`src/sv/oat_pkg.sv`:
```
// Shared types and constants for the ordered array table.
`timescale 1ns / 1ps
`default_nettype none

package oat_pkg;

  localparam int DEPTH  = 64;
  localparam int DATA_W = 32;
  localparam int POS_W  = 6;
  localparam int CNT_W  = 7;
  localparam int REQ_W  = 3;
  localparam int ST_W   = 2;

  localparam logic [REQ_W-1:0] REQ_APPEND    = 3'd0;
  localparam logic [REQ_W-1:0] REQ_INSERT    = 3'd1;
  localparam logic [REQ_W-1:0] REQ_DELETE    = 3'd2;
  localparam logic [REQ_W-1:0] REQ_OVERWRITE = 3'd3;
  localparam logic [REQ_W-1:0] REQ_READ      = 3'd4;
  localparam logic [REQ_W-1:0] REQ_SEARCH    = 3'd5;

  localparam logic [ST_W-1:0] ST_OK    = 2'd0;
  localparam logic [ST_W-1:0] ST_FULL  = 2'd1;
  localparam logic [ST_W-1:0] ST_RANGE = 2'd2;
  localparam logic [ST_W-1:0] ST_MISS  = 2'd3;

  localparam logic [CNT_W-1:0] FOUND_NONE = 7'h7F;
  localparam logic [CNT_W-1:0] CAP_RESET  = 7'd64;

  // Command broadcast to every cell.
  typedef struct packed {
    logic              ins;
    logic              del;
    logic              ovw;
    logic              rd;
    logic              srch;
    logic [CNT_W-1:0]  pos;
    logic [DATA_W-1:0] val;
    logic [CNT_W-1:0]  count;
  } cell_cmd_t;

  // Probe token that walks the row one cell per cycle.
  typedef struct packed {
    logic              act;
    logic              hit;
    logic [CNT_W-1:0]  at;
    logic [DATA_W-1:0] data;
  } probe_t;

endpackage

`default_nettype wire

```
`src/sv/oat_cell.sv`:
```
// One list entry with its shift, write and probe logic.
`timescale 1ns / 1ps
`default_nettype none

module oat_cell
  import oat_pkg::*;
#(
  parameter int IDX   = 0,
  parameter int CMP_W = 8
) (
  input  wire               clk,
  input  wire               rst_n,
  input  cell_cmd_t         cmd,
  input  wire  [DATA_W-1:0] left_entry,
  input  wire  [DATA_W-1:0] right_entry,
  input  probe_t            probe_in,
  output logic [DATA_W-1:0] entry,
  output probe_t            probe_out
);

  localparam logic [CMP_W-1:0] K   = CMP_W'(IDX);
  localparam logic [CMP_W-1:0] KP1 = CMP_W'(IDX + 1);

  logic [DATA_W-1:0] entry_r;
  probe_t            probe_r;
  probe_t            probe_nxt;
  logic [CMP_W-1:0]  pos_x;
  logic [CMP_W-1:0]  cnt_x;
  logic              below;

  assign pos_x = CMP_W'(cmd.pos);
  assign cnt_x = CMP_W'(cmd.count);
  assign below = K < cnt_x;

  always_ff @(posedge clk) begin
    if (cmd.ins) begin
      if (K == pos_x) begin
        entry_r <= cmd.val;
      end else if (K > pos_x && K <= cnt_x) begin
        entry_r <= left_entry;
      end
    end else if (cmd.del) begin
      if (K >= pos_x && KP1 < cnt_x) begin
        entry_r <= right_entry;
      end
    end else if (cmd.ovw && K == pos_x) begin
      entry_r <= cmd.val;
    end
  end

  always_comb begin
    probe_nxt = probe_in;
    if (probe_in.act) begin
      if (cmd.srch && !probe_in.hit && below && entry_r == cmd.val) begin
        probe_nxt.hit = 1'b1;
        probe_nxt.at  = CNT_W'(IDX);
      end
      if (cmd.rd && K == pos_x) begin
        probe_nxt.data = entry_r;
      end
    end
  end

  always_ff @(posedge clk) begin
    if (!rst_n) begin
      probe_r.act <= 1'b0;
    end else begin
      probe_r <= probe_nxt;
    end
  end

  assign entry     = entry_r;
  assign probe_out = probe_r;

endmodule

`default_nettype wire

```
`config.mk`:
```
export PLATFORM = sky130hd
export DESIGN_NAME = oat_cell
export DESIGN_NICKNAME = d
export VERILOG_FILES = /design/src/sv/oat_pkg.sv /design/src/sv/oat_cell.sv
export SDC_FILE = /design/constraint.sdc
export NUM_CORES = 1
export LEC_CHECK = 0
export ABC_AREA = 1
export BUFFER_PORTS_ARGS = -buffer_cell sky130_fd_sc_hd__buf_2
export CORE_ASPECT_RATIO = 1.2
export CORE_MARGIN = 1
export CORE_UTILIZATION = 40
export CTS_CLUSTER_SIZE = 20
export DETAILED_ROUTE_END_ITERATION = 8
export HOLD_SLACK_MARGIN = 0.02
export PLACE_DENSITY = 0.77
export SLEW_MARGIN = 30
export SYNTH_ARGS = -nofsm -noshare
export SYNTH_HDL_FRONTEND = slang
export SYNTH_SLANG_ARGS = --single-unit
```
`constraint.sdc`:
```
create_clock -name clk -period 6.35 [get_ports clk]
set_input_delay 0.635 -clock clk [delete_from_list [all_inputs] [get_ports clk]]
set_output_delay 0.635 -clock clk [all_outputs]
set_load 0.01 [all_outputs]
```
==> results.json, run 1 <==
{
  "rrSetupSlack_ps": 4560,
  "via_per_inst": 5.154,
  "ant_nets": 0,
  "synth_warnings": 0,
  "post_cts_resize_count": 0,
  "avgSynthCellArea_um2": 8.528,
  "max_freq_mhz": 349.8,
  "grt_usage_pct": 23.97,
  "cts_buffer_depth": 2,
  "finalMaxSlewViolations": 0,
  "n_fill_cell": 938,
  "fin_nets": 880,
  "first_global_vias": 4280,
  "drt_iter0_drc": 294,
  "htreeDepth": 3,
  "hp-class": "input port to register",
  "crit_fanout": 64,
  "boundaryPins": 231,
  "rsz0062_at_grt": "false",
  "grt_use_met2_pct": 42.65,
  "worst_ep_arrival_time_ps": 2920,
  "synthToLayoutAreaGrowth_pct": 37.84,
  "gp_congestion": 0.8551,
  "die_h_um": 115.0,
  "finClkSkew_ps": 6.644,
  "synth_nets": 657,
  "period_share_pct": 45.02,
  "slowest_delay_ps": 780,
  "postSynthCellCount": 499,
  "period_minus_slack_ps": 2859,
  "ys_types": 23,
  "clk_latency_ps": 330,
  "finalHoldViolCount": 0,
  "wire_per_inst_um": 15.59,
  "min_path_cells": 3,
  "dp_hpwl_um": 9786,
  "firstDrtPassIters": 5,
  "finalPower_mw": 1.404,
  "drive_gt1_share_pct": 39.89,
  "p_leak_nw": 2.919,
  "r2r_start": "entry[5]$_DFFE_PP_",
  "holdPathEnd": "probe_out[12]$_DFFE_PP_",
  "rows": 40,
  "cp_slowest_cell": "nand3_4",
  "fp.coreArea_um2": 10160,
  "synth_top_area_share_pct": 50.81,
  "drt_wl_total_um": 13330,
  "reg2regPathDepth": 9,
  "gr-total-overflow": 0,
  "grt_max_degree": 65,
  "antenna_found_initial": 2,
  "relSlewSlack_pct": 41.80,
  "grt.met1_usage_pct": 27.09,
  "synth_top_area_cell": "edfxtp_1",
  "cts-root-buf": "clkbuf_16",
  "worst_pin_slew_ps": 873.0,
  "drc": 0,
  "crit_path_start_kind": "input port",
  "vias": 4407,
  "crit_path_end_kind": "register",
  "critical_path_class": "input port to register",
  "synthTopCellsByArea": "edfxtp_1 (51%), nand2_1 (11%), o21ai_0 (7.4%)",
  "status": "finished clean",
  "postCtsSetupBuffers": 0,
  "pre_cts_slack_ps": 3136,
  "fin_cells": 855,
  "setup_viol": 0,
  "ys_seq_area_share_pct": 51.28,
  "die_area_um2": 11060,
  "grt_pass1_wl_um": 19750,
  "fin_tns_setup_ps": 0,
  "numCtsBuffers": 9,
  "initial_core_util_pct": 41.88,
  "synth_area_um2": 4255,
  "holdBufCountCts": 0,
  "power_density_nw_per_um2": 239.4,
  "placed_cells": 837,
  "critPathRequiredTime_ps": 6410,
  "vdd_drop_max_v": 0.00009837,
  "min_from": "probe_in[12]",
  "drv_cap": 0,
  "path_clk_slew_ps": 60,
  "crit_chain": "buf_2, nor3_2, nand3_2, buf_4, clkinv_2, nand3_4, nand2_1, o21ai_2",
  "cts.sinks": 73,
  "die_w_um": 96.16,
  "r2r_end": "probe_out[38]$_DFFE_PP_",
  "numPortBuffers": 230,
  "worst_slack_ps": 3491,
  "cts_tree": "done",
  "use_met3_pct": 3.108,
  "synth-seq-cells": 73,
  "grt.busiest_layer": "met2"
}
how the worst max path moves through the flow:
stage | depth (start not counted) | slack, ps | start | endpoint
floorplan | 4 | 2540 | cmd[44] | entry[0]$_DFFE_PP_
global placement | 8 | 3290 | cmd[44] | probe_out[8]$_DFFE_PP_
detailed placement | 8 | 3140 | cmd[44] | probe_out[17]$_DFFE_PP_
CTS | 8 | 3500 | cmd[44] | probe_out[17]$_DFFE_PP_
global route | 8 | 3290 | cmd[44] | probe_out[4]$_DFFE_PP_
finish | 8 | 3490 | cmd[44] | probe_out[18]$_DFFE_PP_
cells in the mapped netlist:
library cell and count:
or2_2 1, o21ai_1 1, nor2_1 66, nand3_4 1
o21ai_2 32, nand2_1 124, buf_2 3, clkinv_2 1
nand3_1 4, nand3_2 1, inv_1 69, buf_6 6
xnor2_1 1, xor2_1 3, nor3_2 1, edfxtp_1 72
nor2_2 1, a22oi_1 32, nor3_1 3, o21ai_0 63
dfxtp_1 1, o21bai_1 1, clkbuf_1 12
cells in the final DEF, fill, tap and decap left out, drive strengths merged:
cell type / count
nor2: 67
nand3: 6
edfxtp: 72
nand2: 124
inv: 69
clkinv: 2
a22oi: 32
buf: 233
clkbuf: 9
xor2: 3
bufinv: 5
clkinvlp: 1
dfxtp: 1
o21bai: 1
xnor2: 1
diode: 2
nor3: 4
o21ai: 96
or2: 1
registers in the layout, summed over array words and instances (netlist names):
register and flops:
entry 32, probe_out 41
logic make-up after synthesis:
logic type	synth area share [%]
simple gates	18.76
compound gates	19.94
xor+xnor	0.8234
flops	51.28
buf+inv	9.203
layout make-up:
class	count	area, um^2	area share (%)
Antenna cell	2	5.005	0.08532
Clock buffer	9	225.2	3.840
Clock inverter	7	166.4	2.837
Inverter	70	264.0	4.501
Multi-Input combinational cell	335	1689	28.80
Sequential cell	73	2182	37.20
Tap cell	126	157.7	2.688
Timing Repair Buffer	233	1176	20.05
worst max-delay path: cells and delay by family:
kind                   cells  cell delay, ps
AND/OR/NAND/NOR            4            1400
buffers and inverters      3             790
AO/OA/AOI/OAI              1              80
metal layers:
layer | routed length, um | share of wire (%) | up-vias
li1 | - | - | 2111
met1 | 4861 | 36 | 2039
met2 | 7015 | 53 | 227
met3 | 1064 | 8.0 | 30
met4 | 390 | 2.9 | 0
met5 | 0 | 0 | -
where the power goes:
| group | internal (mW) | switching [mW] | total [mW] |
|---|---|---|---|
| Sequential | 0.556 | 0.00581 | 0.562 |
| Combinational | 0.0788 | 0.0948 | 0.174 |
| Clock | 0.464 | 0.205 | 0.669 |
metrics by stage:
step	hold slack (ps)	util, %	instance area (um^2)
after floorplan	673.9	-	4255
after global placement	621.1	53.81	5466
after detailed placement	641.3	53.81	5466
after CTS	567.9	57.66	5858
after global routing	579.0	57.71	5863
final	577.0	57.73	5866
(Power assumes the default switching activity.)
==> run 2, diff against run 1 <==
==> constraint.sdc (replaced) <==
create_clock -name clk -period 2.8 [get_ports clk]
set_input_delay 0.28 -clock clk [delete_from_list [all_inputs] [get_ports clk]]
set_output_delay 0.28 -clock clk [all_outputs]
set_load 0.01 [all_outputs]
==> results.json, run 2 (synthesis results as in run 1) <==
{
  "gp_congestion": 0.8464,
  "grt.busiest_layer": "met2",
  "fin_nets": 885,
  "period_minus_slack_ps": 1695,
  "dp_hpwl_um": 9633,
  "wire_per_inst_um": 15.04,
  "drv_cap": 0,
  "period_share_pct": 60.52,
  "finClkSkew_ps": 4.887,
  "grt.met1_usage_pct": 27.86,
  "cp_slowest_cell": "edfxtp_1",
  "initial_core_util_pct": 41.88,
  "drive_gt1_share_pct": 40.16,
  "path_clk_slew_ps": 60,
  "slowest_delay_ps": 420,
  "antennaDiodeCount": 0,
  "rrSetupSlack_ps": 1110,
  "cts_buffer_depth": 2,
  "critPathBufInv": 0,
  "layout_common_cells": "buf_2 (229), nand2_1 (124), edfxtp_1 (72)",
  "min_path_cells": 3,
  "worst_slack_ps": 1105,
  "clk_latency_ps": 330,
  "startpoint": "entry[4]$_DFFE_PP_",
  "setup_viol": 0,
  "critPathTopFamily": "simple AND/OR/NAND/NOR gates",
  "r2r_start": "entry[4]$_DFFE_PP_",
  "fp.coreArea_um2": 10160,
  "critPathRequiredTime_ps": 2870,
  "max_freq_mhz": 590.1,
  "critical_path_class": "register to register",
  "hp-class": "input port to register",
  "worst_ep_arrival_time_ps": 1770,
  "drc": 0,
  "via_per_inst": 4.956,
  "numPortBuffers": 230,
  "drt_iter0_drc": 226,
  "first_global_vias": 4228,
  "rsz0062_at_grt": "false",
  "min_from": "probe_in[40]",
  "crit_path_start_kind": "register",
  "largest_register_ffs": 41,
  "finalMaxSlewViolations": 0,
  "relSlewSlack_pct": 54.53,
  "finalHoldViolCount": 0,
  "htreeDepth": 3,
  "rows": 40,
  "numCtsBuffers": 9,
  "worst_pin_slew_ps": 681.1,
  "firstDrtPassIters": 5,
  "placed_cells": 842,
  "gr-total-overflow": 0,
  "cts_tree": "done",
  "use_met3_pct": 3.638,
  "boundaryPins": 231,
  "die_h_um": 115.0,
  "ant_nets": 0,
  "status": "finished clean",
  "crit_chain": "nand2_1, nand2_1, nor2_1, nand2_1, nor2_1, nand3_1, nor2_2, nor2_1",
  "r2r_end": "probe_out[33]$_DFFE_PP_",
  "grt_use_met2_pct": 41.61,
  "vdd_drop_max_v": 0.0002087,
  "holdPathEnd": "probe_out[40]$_SDFF_PN0_",
  "grt_max_degree": 42,
  "power_density_nw_per_um2": 465.7,
  "antenna_found_initial": 0,
  "die_w_um": 96.16,
  "layout_commonest_cell": "buf_2",
  "cts-root-buf": "clkbuf_16",
  "fin_tns_setup_ps": 0,
  "post_cts_resize_count": 0,
  "reg2regPathDepth": 8,
  "cts.sinks": 73,
  "p_leak_nw": 2.895,
  "grt_pass1_wl_um": 19390,
  "crit_fanout": 7,
  "holdBufCountCts": 0,
  "synthToLayoutAreaGrowth_pct": 36.02,
  "grt_usage_pct": 23.57,
  "vias": 4252,
  "drt_wl_total_um": 12900,
  "crit_path_end_kind": "register",
  "fin_cells": 858,
  "die_area_um2": 11060,
  "pre_cts_slack_ps": 872.2,
  "postCtsSetupBuffers": 0,
  "post-route-util_pct": 56.97
}
## run 2: per-layer routing
layer	vias up	wire length (um)
met4	0	347
met5	-	0
li1	2114	-
met3	26	829
met2	193	6605
met1	1919	5121
## run 2: stage by stage
step,hold WS [ps],power (mW),instance area [um^2]
after floorplan,373.5,1.464,4260
after global placement,554.5,1.676,5523
after detailed placement,560.7,1.690,5523
after CTS,218.1,2.714,5786
after global routing,219.6,2.804,5788
final,221.7,2.695,5788
## run 2: cell type report
type                       count  area [um^2]
multi-input combinational    335         1695
clock inverter                 7        37.54
sequential                    73         2182
fill                         929         4372
timing repair buffer         238         1226
inverter                      70        264.0
clock buffer                   9        225.2
tap                          126        157.7
## run 2: worst max-delay path by stage
stage	slack, ps	to	depth (start not counted)
after global routing	910	probe_out[36]$_DFFE_PP_	8
final	1110	probe_out[33]$_DFFE_PP_	8
after global placement	950	probe_out[29]$_DFFE_PP_	8
after detailed placement	870	probe_out[21]$_DFFE_PP_	8
after floorplan	330	entry[0]$_DFFE_PP_	4
after CTS	1090	probe_out[33]$_DFFE_PP_	9
## run 2: power by group
group / total (mW) / internal, mW / leakage (nW) / switching [mW]
Clock: 1.03 / 0.590 / 0.136 / 0.440
Sequential: 1.27 / 1.26 / 0.676 / 0.0127
Combinational: 0.393 / 0.181 / 2.08 / 0.212
## run 2: tightest hold or removal path, cell delays in order
cell,delay (ps)
buf_2,140
nand2_1,60
inv_1,30
